## config.mk

```make
export PLATFORM = sky130hd
export DESIGN_NAME = rse_front_flat
export DESIGN_NICKNAME = d
export VERILOG_FILES = /design/src/rtl/rse_pkg.sv /design/src/rtl/rse_if.sv /design/src/rtl/rse_front.sv /design/src/flat_wrapper.sv
export SDC_FILE = /design/constraint.sdc
export NUM_CORES = 1
export LEC_CHECK = 0
export ABC_CLOCK_PERIOD_IN_PS = 2400
export BUFFER_PORTS_ARGS = -buffer_cell sky130_fd_sc_hd__buf_2
export CAP_MARGIN = 20
export CORE_MARGIN = 5
export CORE_UTILIZATION = 24
export CTS_CLUSTER_DIAMETER = 60
export DETAILED_ROUTE_END_ITERATION = 16
export PLACE_DENSITY = 0.53
export SLEW_MARGIN = 20
export SYNTH_ARGS = -nofsm -noshare
export SYNTH_HDL_FRONTEND = slang
export SYNTH_SLANG_ARGS = --single-unit
```

## constraint.sdc

```tcl
create_clock -name clk -period 2.4 [get_ports clk]
set_input_delay 0.24 -clock clk [delete_from_list [all_inputs] [get_ports clk]]
set_output_delay 0.24 -clock clk [all_outputs]
set_load 0.005 [all_outputs]
```

## src/rtl/rse_pkg.sv

```systemverilog
package rse_pkg;

    typedef enum logic [2:0] {
        KIND_NUMBER = 3'd0,
        KIND_ADD    = 3'd1,
        KIND_SUB    = 3'd2,
        KIND_MUL    = 3'd3,
        KIND_DIV    = 3'd4,
        KIND_REM    = 3'd5,
        KIND_PRINT  = 3'd6,
        KIND_UNK    = 3'd7
    } kind_t;

    localparam logic [63:0] SIGN_MIN = 64'h8000_0000_0000_0000;
    localparam logic [63:0] POS_MAX  = 64'h7FFF_FFFF_FFFF_FFFF;

    typedef struct packed {
        logic [2:0]  kind;
        logic [63:0] operand_value;
    } token_t;

    typedef struct packed {
        logic [63:0] result_value;
        logic        result_valid;
        logic        stack_underflow;
        logic        stack_overflow;
        logic        zero_divisor;
        logic        unknown_command;
    } result_t;

    // Apply a sign to a magnitude and saturate; big means magnitude >= 2^64.
    function automatic logic [63:0] signed_sat(input logic neg, input logic [63:0] mag,
                                               input logic big);
        logic [63:0] r;
        if (!neg)
            r = (big || mag > POS_MAX) ? POS_MAX : mag;
        else
            r = (big || mag > SIGN_MIN) ? SIGN_MIN : (64'd0 - mag);
        return r;
    endfunction

    function automatic logic [63:0] mag64(input logic [63:0] x);
        return x[63] ? (64'd0 - x) : x;
    endfunction

endpackage

```

## src/rtl/rse_if.sv

```systemverilog
interface rse_if #(parameter type T = logic);
    logic valid;
    logic ready;
    T     data;
    modport source (output valid, output data, input ready);
    modport sink   (input valid, input data, output ready);
endinterface

```

## src/rtl/rse_front.sv

```systemverilog
// Accept tokens and hold them in a short queue for the execution unit.
module rse_front (
    input  logic clk,
    input  logic rst_n,
    rse_if.sink  in_ch,
    output logic q_valid,
    output rse_pkg::token_t q_data,
    input  logic q_pop
);
    import rse_pkg::*;

    localparam int QD = 4;

    token_t     fifo_reg [QD];
    logic [1:0] wr_reg, rd_reg;
    logic [2:0] cnt_reg;
    logic       push;

    assign in_ch.ready = (cnt_reg != 3'(QD));
    assign push        = in_ch.valid && in_ch.ready;
    assign q_valid     = (cnt_reg != 3'd0);
    assign q_data      = fifo_reg[rd_reg];

    // Store a transferred token.
    always_ff @(posedge clk)
    begin
        if (push)
        begin
            fifo_reg[wr_reg] <= in_ch.data;
        end
    end

    // Advance queue pointers.
    always_ff @(posedge clk or negedge rst_n)
    begin
        if (!rst_n)
        begin
            wr_reg  <= '0;
            rd_reg  <= '0;
            cnt_reg <= '0;
        end
        else
        begin
            if (push)
                wr_reg <= wr_reg + 2'd1;
            if (q_pop)
                rd_reg <= rd_reg + 2'd1;
            cnt_reg <= cnt_reg + 3'(push) - 3'(q_pop);
        end
    end

endmodule

```

## src/flat_wrapper.sv

```systemverilog
// flat-port wrapper written by rule: the top's interface ports become plain ports
module rse_front_flat import rse_pkg::*;
  (clk, rst_n, q_valid, q_data, q_pop, in_ch_valid, in_ch_data, in_ch_ready);
  rse_if in_ch_i ();
  input  logic clk;
  input  logic rst_n;
  output logic q_valid;
  output rse_pkg::token_t q_data;
  input  logic q_pop;
  input wire logic [$bits(in_ch_i.valid)-1:0] in_ch_valid;
  input wire logic [$bits(in_ch_i.data)-1:0] in_ch_data;
  output wire logic [$bits(in_ch_i.ready)-1:0] in_ch_ready;
  assign in_ch_i.valid = in_ch_valid;
  assign in_ch_i.data = in_ch_data;
  assign in_ch_ready = in_ch_i.ready;
  rse_front u_core (.clk(clk), .rst_n(rst_n), .in_ch(in_ch_i), .q_valid(q_valid), .q_data(q_data), .q_pop(q_pop));
endmodule
```

## Yosys cells after proc, flatten, opt, wreduce, memory -nomap -nowiden

Memory sizes are Yosys's and may differ from the RTL's.
Index checks and enable logic that the tools add are counted.

- Memory bits (writable): 4
- Bits in registers: 7
- Bits in read-only memories: 0
- Input bits: 5
- Memories kept: 1
- Output and inout port bits: 69
- Latch bits: 0

Memory list:

| memory | words | bits a word | rd ports | clocked after memory_dff | wr ports | RTL line | text |
|---|---|---|---|---|---|---|---|
| u_core.fifo_reg | 4 | 1 | 1 | 0 | 1 | rse_front.sv:14 | `token_t fifo_reg [QD];` |

- Add/subtract/negate cells: 4
- Order comparisons: 0
- Multipliers: 0
- Div/mod/pow operators: 0
- Bitwise gates (word level): 0
- Shift operators: 0
- Reductions and logical operators: 2
- Mux-type cells: 2
- Eq/ne operators: 1

Operator list:

| operator | count |
|---|---|
| 2-bit by 1-bit adder with 2-bit output, second input constant | 2 |
| 3-bit by 1-bit adder with 3-bit output | 1 |
| 3-bit != test, second input constant | 1 |
| 3-bit nonzero test | 1 |
| 3-bit by 1-bit subtractor with 3-bit output | 1 |
| 1-bit two-way mux | 2 |
| 1-bit logical AND | 1 |

## Longest topological paths before layout

Gate-level depths: netlist (run 1).

- Word-level depth: 4
- Depth in mapped cells: 8
- Mapped depth without buffers: 8

## Worst setup path after synthesis (run 1)

OpenSTA, ideal clock, no wires.

- Path type: reg2reg
- From: reg u_core.cnt_reg[0]
- To: reg u_core.cnt_reg[2]
- Path slack: 733 ps
- Library setup time: 129 ps
- Required time: 2271 ps
- Arrival: 1538 ps
- Stages on the path, launching flop included: 9
- Cells stage by stage: dfrtp_1 inv_1 ha_1 inv_1 ha_1 inv_1 fa_1 xnor2_1 xnor2_1

- Longest elaborated chain between the ends: 4

RTL lines:

| what | RTL line | text |
|---|---|---|
| from (decl) | rse_front.sv:16 | `logic [2:0] cnt_reg;` |
| from (signal assigned) | rse_front.sv:48 | `cnt_reg <= cnt_reg + 3'(push) - 3'(q_pop);` |
| 3-bit != test | rse_front.sv:19 | `assign in_ch.ready = (cnt_reg != 3'(QD));` |
| 1-bit logical AND | rse_front.sv:20 | `assign push = in_ch.valid && in_ch.ready;` |
| 3-bit by 1-bit adder with 3-bit output (*) | rse_front.sv:48 |  |
| 3-bit by 1-bit subtractor with 3-bit output (*) | rse_front.sv:48 |  |

Mark *: on every way between the ends. The rest lies on a longest branch, timed or not.
A chain may end at the register's enable or synchronous reset.

## Worst setup path after layout (run 1)

Same ends and word-level chain as after synthesis.

==> qor.yml, run 1 <==
status: "finished, final reports clean"
grt_pass1_vias: 482
initial_core_util_pct: 25.00
crit_arrival_ns: 1.92
hold_class: "in -> reg"
core_um2: 4414
grt_usage_pct: 4.147
path_class: "reg -> reg"
end_kind: "flop"
drv_cap: 0
yosysSeqAreaShare_pct: 26.76
path_clk_slew_ns: 0.05
globalplace.congestion: 0.7151
cp-start-kind: "flop"
yosysMostFrequentCell: "buf_4"
holdPathEnd: "u_core.fifo_reg[0]"
synth_edf_count: 4
drive_gt1_share_pct: 9.677
ys_warn_count: 0
period_minus_slack_ns: 1.761
grt_start_max_net_pins: 10
ant_nets: 0
r2r_slack_ns: 0.64
finClkSkew_ns: 0.0005445
wl_per_cell_um: 8.023
num_vias: 522
finalHoldViolCount: 0
ctsResizeCount: 0
design_area_um2: 1007
worstPathMaxFanout: 5
grt_overflow: 0
setup_viol: 0
synth-seq-cells: 11
layout.nets: 137
remaining_drc_errors: 0
yosysTopAreaCellShare_pct: 44.90
period_share_pct: 73.39
r2r_end: "u_core.cnt_reg[2]"
row_count: 24
cp.required_ns: 2.55
insertedDiodeCount: 0
clk_path_buf_depth: 2
critical_path.top_delay_family: "adder cells"
avgSynthCellArea_um2: 9.766
die_x_um: 77.81
path_buf_inv: 3
cts_buffers: 3
fmaxAchievable_mhz: 567.8
ir_drop_v: 0.0002054
die_y_um: 77.81
total_power_mw: 0.8878
rr_startpoint: "u_core.cnt_reg[0]"
synth_area_leaders: "buf_4, dfrtp_1, edfxtp_1"
numClockSinks: 11
startpoint: "u_core.cnt_reg[0]"
syn_to_final_growth_pct: -8.730
critPathMaxStageDelay_ns: 0.43
cts_root_buf: "clkbuf_8"
crit_slowest_cell: "dfrtp_1"
grt_pass1_wl_um: 2035
syn-cell-area_um2: 1104
htreeDepth: 1
cp_cell_sequence: "inv_1, ha_1, inv_1, ha_1, inv_1, fa_1, xnor2_1, xnor2_1"
routed_wl_um: 1412
slew_violations: 0
synth_commonest_cells: "buf_4, dfrtp_1, inv_1"
reg2regPathDepth: 8
drtIter0Drc: 13
crit_top_cell: "inv_1"
power_density_nw_per_um2: 881.5
rsz0062_at_grt: "no"
dp_hpwl_um: 1196
avgViaCountPerCell: 2.966
cts_tree: "yes"
hold_start: "in_ch_data"
largest_reg_flops: 4
synth_top_area_cell: "buf_4"
p_leak_nw: 0.5383
synth_cell_type_count: 18
die_area_um2: 6054
io_pins: 74
clk_latency_ns: 0.23
port_buffers: 7
place_area_um2: 952.2
synthCells: 113
timing.setup.tns_ns: 0
grt_antenna_before_repair: 0
ys.flop_type: "dfrtp_1"
worstHoldPathCells: 1
async_flop_share_pct: 63.64
first_pass_iters: 3
==> repair_timing <==
action,4_1_cts,5_1_grt
setup buffers,0,0
endpoints found under the hold margin,7,0
hold buffers,1,0
==> cells in the final DEF (no fill, tap or decap), types with 2 or more instances in the layout <==
cell       instances
dfrtp_1            7
o211ai_1           2
xnor2_1            3
edfxtp_1           4
conb_1            66
clkbuf_8           3
buf_2              7
nand2_1            2
and3b_1            4
ha_1               6
inv_1              7
nand2b_1           3
nand4bb_1          2
==> stage by stage <==
stage | util, % | instances | hold WS (ns) | worst slack [ns]
after floorplan | - | 178 | -0.05559 | 0.7328
after global placement | 21.57 | 171 | 0.08300 | 0.6576
after detailed placement | 21.57 | 171 | 0.08455 | 0.6381
after CTS | 22.82 | 176 | 0.2172 | 0.6276
after global routing | 22.82 | 176 | 0.2272 | 0.5207
final | 22.82 | 176 | 0.2254 | 0.6387
==> logic make-up (layout without fill, tap and decap cells) <==
group                    count (synthesis)  after routing  share of synthesized area (%)
flip-flops                              11             11                          26.76
adder cells (fa/ha/maj)                  7              7                          8.617
AO/OA/AOI/OAI                            2              2                          1.360
AND/OR/NAND/NOR                         14             14                          10.43
other                                    1             66                         0.3398
XOR/XNOR                                 4              4                          3.175
buffers and inverters                   73             19                          47.28
multiplexers                             1              1                          2.041
==> where the power goes <==
| group | internal, mW | switching [mW] |
|---|---|---|
| sequential | 0.276 | 0.0943 |
| combinational | 0.180 | 0.153 |
| clock | 0.117 | 0.0688 |
==> per-layer routing <==
metal / wire, µm / part of all wire, % / GRT usage, %
met1: 486 / 34 / 4.469
met2: 681 / 48 / 7.262
met5: 0 / 0 / 0
met3: 244 / 17 / 1.273
met4: 0 / 0 / 2.062
==> how the worst max path moves through the flow <==
stage	slack (ns)	end	cells past startpoint
5_1_grt	0.52	u_core.cnt_reg[1]	6
6_report	0.64	u_core.cnt_reg[2]	8
3_3_place_gp	0.66	u_core.cnt_reg[2]	8
4_1_cts	0.63	u_core.cnt_reg[2]	8
2_1_floorplan	0.73	u_core.cnt_reg[2]	8
3_5_place_dp	0.64	u_core.cnt_reg[2]	8
==> cell type report <==
class / count / area, µm²
clock buffer: 4 / 45.04
fill: 513 / 3407
inverter: 7 / 26.28
multi-input combinational: 94 / 530.5
sequential: 11 / 295.3
tap: 52 / 65.06
timing repair buffer: 8 / 45.04
Note: power is estimated with default switching activity, not from simulation.
==> run 2, diff against run 1 <==
ABC_CLOCK_PERIOD_IN_PS = 1550   (was 2400)
PLACE_DENSITY = 0.55   (was 0.53)
clock period = 1.55 ns   (was 2.4 ns; I/O delays follow)
==> run 2 against run 1 <==
Compared with the run above:
- non-clock buffer count is 6 higher
- utilization is 1.3 points higher
- the flow now finishes with violations (negative setup slack)
- die area stayed put
- highest routed layer unchanged
- maximum frequency is 9.8% higher
- worst setup slack worse by 0.69 ns
- first-iteration DRC count is 130% higher
- worst hold slack worse by 0.085 ns
==> qor.yml, run 2 (synthesis results as in run 1) <==
cp-start-kind: "flop"
period_minus_slack_ns: 1.604
r2r_slack_ns: -0.05
power_density_nw_per_um2: 1431
timing.setup.tns_ns: -0.05648
routed_wl_um: 1572
insertedDiodeCount: 0
worstHoldPathCells: 2
hold_class: "in -> reg"
grt_overflow: 0
rsz0062_at_grt: "yes"
cts_root_buf: "clkbuf_8"
final_cell_mix: "conb_1, inv_1, buf_2"
p_leak_nw: 0.5743
utilization_pct: 24.12
swShare_pct: 34.97
htreeDepth: 1
wl_per_cell_um: 8.637
die_y_um: 77.81
syn_to_final_growth_pct: -3.515
finClkSkew_ns: 0.004574
seq_power_share_pct: 34.6
first_pass_iters: 4
place_ws_ns: -0.06207
drive_gt1_share_pct: 16.92
grt_start_max_net_pins: 9
numClockSinks: 11
die_x_um: 77.81
ir_drop_v: 0.0003691
remaining_drc_errors: 0
rr_startpoint: "u_core.cnt_reg[0]"
path_clk_slew_ns: 0.06
final_common_cell: "conb_1"
holdPathEnd: "u_core.rd_reg[0]"
port_buffers: 7
grt_antenna_before_repair: 0
worstPathMaxFanout: 2
initial_core_util_pct: 25.00
slew_violations: 0
path_class: "reg -> reg"
largest_reg_flops: 4
combPwrFrac_pct: 45.9
grt_pass1_vias: 520
violations: "negative setup slack"
core_um2: 4414
layout.nets: 143
clk_latency_ns: 0.24
io_pins: 74
reg2regPathDepth: 8
setup_viol: 2
dp_hpwl_um: 1316
cts_buffers: 3
die_area_um2: 6054
grt_pass1_wl_um: 2435
p_int_mw: 0.9906
end_kind: "flop"
switching_power_mw: 0.5326
avgViaCountPerCell: 3.082
ant_nets: 0
crit_arrival_ns: 1.73
drv_cap: 0
period_share_pct: 103.5
globalplace.congestion: 0.7025
grt_usage_pct: 4.931
hold_start: "q_pop"
finalHoldViolCount: 0
r2r_end: "u_core.cnt_reg[2]"
clk_path_buf_depth: 2
row_count: 24
num_vias: 561
drtIter0Drc: 30
cts_tree: "yes"
postLayoutSetupSlackWorst_ns: -0.05362
pwr-share-clk_pct: 19.4
status: "finished, violations left"
fmaxAchievable_mhz: 623.6
cp.required_ns: 1.68
-- run 2: worst max-delay path, cell delays in order (launching register included) --
cell	delay, ns
dfrtp_1	0.34
inv_1	0.04
ha_1	0.26
inv_1	0.06
ha_1	0.13
inv_1	0.05
fa_2	0.35
xnor2_2	0.14
xnor2_1	0.12
-- run 2: power by group through the flow --
| stage | sequential (mW) | clock (mW) | combinational, mW |
|---|---|---|---|
| after floorplan | 0.547 | 0 | 0.541 |
| after global placement | 0.530 | 0 | 0.661 |
| after detailed placement | 0.532 | 0 | 0.671 |
| after CTS | 0.530 | 0.310 | 0.720 |
| after global routing | 0.553 | 0.324 | 0.802 |
| final | 0.527 | 0.296 | 0.700 |
-- run 2: repair_timing --
item                                   CTS  global route
endpoints found under the hold margin    7             0
setup endpoints to repair                2             4
buffers inserted                         1             0
hold buffers                             1             0
pin swaps                                1             1
resized for setup                        1             0
-- run 2: cell type report --
cell class | count | area [µm²]
Multi-Input combinational cell | 94 | 540.5
Clock buffer | 3 | 41.29
Sequential cell | 11 | 296.5
Tap cell | 52 | 65.06
Clock inverter | 1 | 5.005
Fill cell | 491 | 3349
Inverter | 7 | 26.28
Timing Repair Buffer | 14 | 90.09
-- run 2: worst max path at each step --
stage / startpoint / slack [ns] / depth (start not counted) / end
2_1_floorplan: u_core.cnt_reg[0] / -0.08 / 8 / u_core.cnt_reg[2]
3_3_place_gp: u_core.cnt_reg[0] / -0.03 / 7 / u_core.cnt_reg[1]
3_5_place_dp: u_core.cnt_reg[0] / -0.06 / 8 / u_core.cnt_reg[2]
4_1_cts: u_core.cnt_reg[0] / -0.07 / 8 / u_core.cnt_reg[2]
5_1_grt: u_core.cnt_reg[0] / -0.16 / 8 / u_core.cnt_reg[2]
6_report: u_core.cnt_reg[0] / -0.05 / 8 / u_core.cnt_reg[2]
-- run 2: stage by stage --
| stage | std cells | power (mW) | hold WS [ns] | area, µm² |
|---|---|---|---|---|
| 3_5_place_dp | 177 | 1.203 | 0.001960 | 1001 |
| 3_3_place_gp | 177 | 1.191 | -0.0006956 | 1001 |
| 6_report | 182 | 1.523 | 0.1408 | 1065 |
| 5_1_grt | 182 | 1.679 | 0.1423 | 1065 |
| 4_1_cts | 183 | 1.559 | 0.1330 | 1072 |
| 2_1_floorplan | 178 | 1.088 | -0.1406 | 1351 |
-- run 2: metal layers --
layer	routed length [µm]	vias up	track usage (%)	part of all wire [%]
met5	0	-	0	0
met4	0	0	1.031	0
met3	275	0	2.894	17
met2	780	45	8.598	50
met1	516	258	5.091	33
li1	-	258	-	-
==> run 3, diff against run 2 <==
CORE_UTILIZATION = 38   (was 24)
MAX_ROUTING_LAYER = met4   (was unset)
PLACE_DENSITY = 0.79   (was 0.55)
==> run 3 against run 2 <==
Compared with the run above:
- the flow still finishes with violations (negative setup slack)
- worst setup slack improved by 0.0076 ns
- final area fell by 4.0%
- clock power fell by 35%
- critical path type unchanged
- largest power group unchanged
==> qor.yml, run 3 (synthesis results as in run 1) <==
io_pins: 74
utilization_pct: 36.75
p_leak_nw: 0.5650
grt_start_max_net_pins: 9
ant_nets: 0
rsz0062_at_grt: "yes"
final_cell_mix: "conb_1, inv_1, buf_2"
pwr-share-clk_pct: 13.5
critical_path.top_delay_family: "adder cells"
crit_slowest_cell: "fa_2"
slew_violations: 0
row_count: 19
fmaxAchievable_mhz: 626.6
cts_tree: "yes"
num_vias: 540
period_share_pct: 103.0
clk_latency_ns: 0.26
globalplace.congestion: 0.7310
clk_path_buf_depth: 2
cp-start-kind: "flop"
status: "finished, violations left"
hold_class: "in -> reg"
period_minus_slack_ns: 1.596
syn_to_final_growth_pct: -7.370
setup_viol: 2
cp.required_ns: 1.70
die_y_um: 63.89
avgViaCountPerCell: 3.354
htreeDepth: 1
grt_pass1_wl_um: 1897
largest_reg_flops: 4
seq_power_share_pct: 37.7
path_class: "reg -> reg"
initial_core_util_pct: 39.68
insertedDiodeCount: 0
crit_arrival_ns: 1.75
cp_cell_sequence: "inv_1, ha_1, inv_1, ha_1, inv_1, fa_2, xnor2_2, xnor2_1"
path_clk_slew_ns: 0.07
routed_wl_um: 1431
dp_hpwl_um: 1267
ir_drop_v: 0.0006755
grt_antenna_before_repair: 0
grt_overflow: 0
final_common_cell: "conb_1"
numClockSinks: 11
end_kind: "flop"
combPwrFrac_pct: 48.7
drtIter0Drc: 4
finalHoldViolCount: 0
drive_gt1_share_pct: 16.15
dp.cells: 156
critPathMaxStageDelay_ns: 0.35
grt_usage_pct: 6.262
crit_top_cell: "inv_1"
swShare_pct: 35.76
die_x_um: 63.89
grt_pass1_vias: 448
cts_buffers: 3
holdWs_ns: 0.1114
core_um2: 2781
p_int_mw: 0.9064
remaining_drc_errors: 0
path_buf_inv: 3
first_pass_iters: 4
layout.nets: 143
finClkSkew_ns: 0.007312
postLayoutSetupSlackWorst_ns: -0.04599
port_buffers: 7
drv_cap: 0
switching_power_mw: 0.5045
stdcell_count: 161
wl_per_cell_um: 8.888
die_area_um2: 4082
worstPathMaxFanout: 2
violations: "negative setup slack"
power_density_nw_per_um2: 1380
cts_root_buf: "clkbuf_4"
run 3: layer usage:
| layer | track usage (%) | part of all wire, % | wire length (µm) | vias to the layer above |
|---|---|---|---|---|
| met5 | - | 0 | 0 | - |
| met4 | 2.338 | 0 | 0 | 0 |
| met2 | 9.548 | 52 | 742 | 36 |
| met1 | 6.874 | 31 | 443 | 245 |
| li1 | - | - | - | 259 |
| met3 | 3.327 | 17 | 245 | 0 |
run 3: power by group through the flow:
stage	combinational (mW)	sequential [mW]	clock, mW
after detailed placement	0.656	0.538	0
after global placement	0.634	0.531	0
after global routing	0.802	0.549	0.215
after floorplan	0.541	0.547	0
after CTS	0.687	0.534	0.201
final	0.688	0.532	0.191
run 3: what timing repair did:
| item | in CTS | in global routing |
|---|---|---|
| setup endpoints to repair | 2 | 3 |
| gates resized for setup | 1 | 1 |
| hold endpoints to repair | 7 | 0 |
| pin swaps | 1 | 1 |
| buffers inserted | 0 | 0 |
| hold buffers | 1 | 0 |
run 3: final cells by class:
type | instances | area, µm²
fillers | 311 | 1759
multi-input cells | 94 | 540.5
flip-flops and latches | 11 | 296.5
repair buffers | 14 | 93.84
well taps | 31 | 38.79
clock buffers | 4 | 26.28
inverters | 7 | 26.28
run 3: worst register-to-register path: cells and delay by family, from the launching register on:
family | cells | cell delay, ns
fa+ha+maj | 3 | 0.74
flops | 1 | 0.34
xor+xnor | 2 | 0.27
buf+inv | 3 | 0.15
run 3: path summary, 6_finish.rpt:
path / startpoint / endpoint / slack (ns) / cells after the start
max: u_core.cnt_reg[0] / u_core.cnt_reg[2] / -0.05 / 8
min: in_ch_data / u_core.fifo_reg[3] / 0.11 / 1
max reg2reg: u_core.cnt_reg[0] / u_core.cnt_reg[2] / -0.05 / 8
min reg2reg: u_core.rd_reg[1] / u_core.rd_reg[1] / 0.49 / 1
max in group asynchronous: rst_n / u_core.cnt_reg[1] / 1.12 / 2
min in group asynchronous: rst_n / u_core.rd_reg[1] / 0.26 / 2
run 3: per-stage QoR:
| stage | setup TNS, ns | total power [mW] | area (µm²) | setup WS (ns) |
|---|---|---|---|---|
| 4_1_cts | -0.08253 | 1.422 | 1018 | -0.06188 |
| 5_1_grt | -0.2567 | 1.566 | 1022 | -0.1583 |
| 3_3_place_gp | -0.03122 | 1.165 | 974.7 | -0.02406 |
| 6_report | -0.05786 | 1.411 | 1022 | -0.04599 |
| 2_1_floorplan | -0.09951 | 1.088 | 1351 | -0.08174 |
| 3_5_place_dp | -0.1028 | 1.194 | 974.7 | -0.07231 |
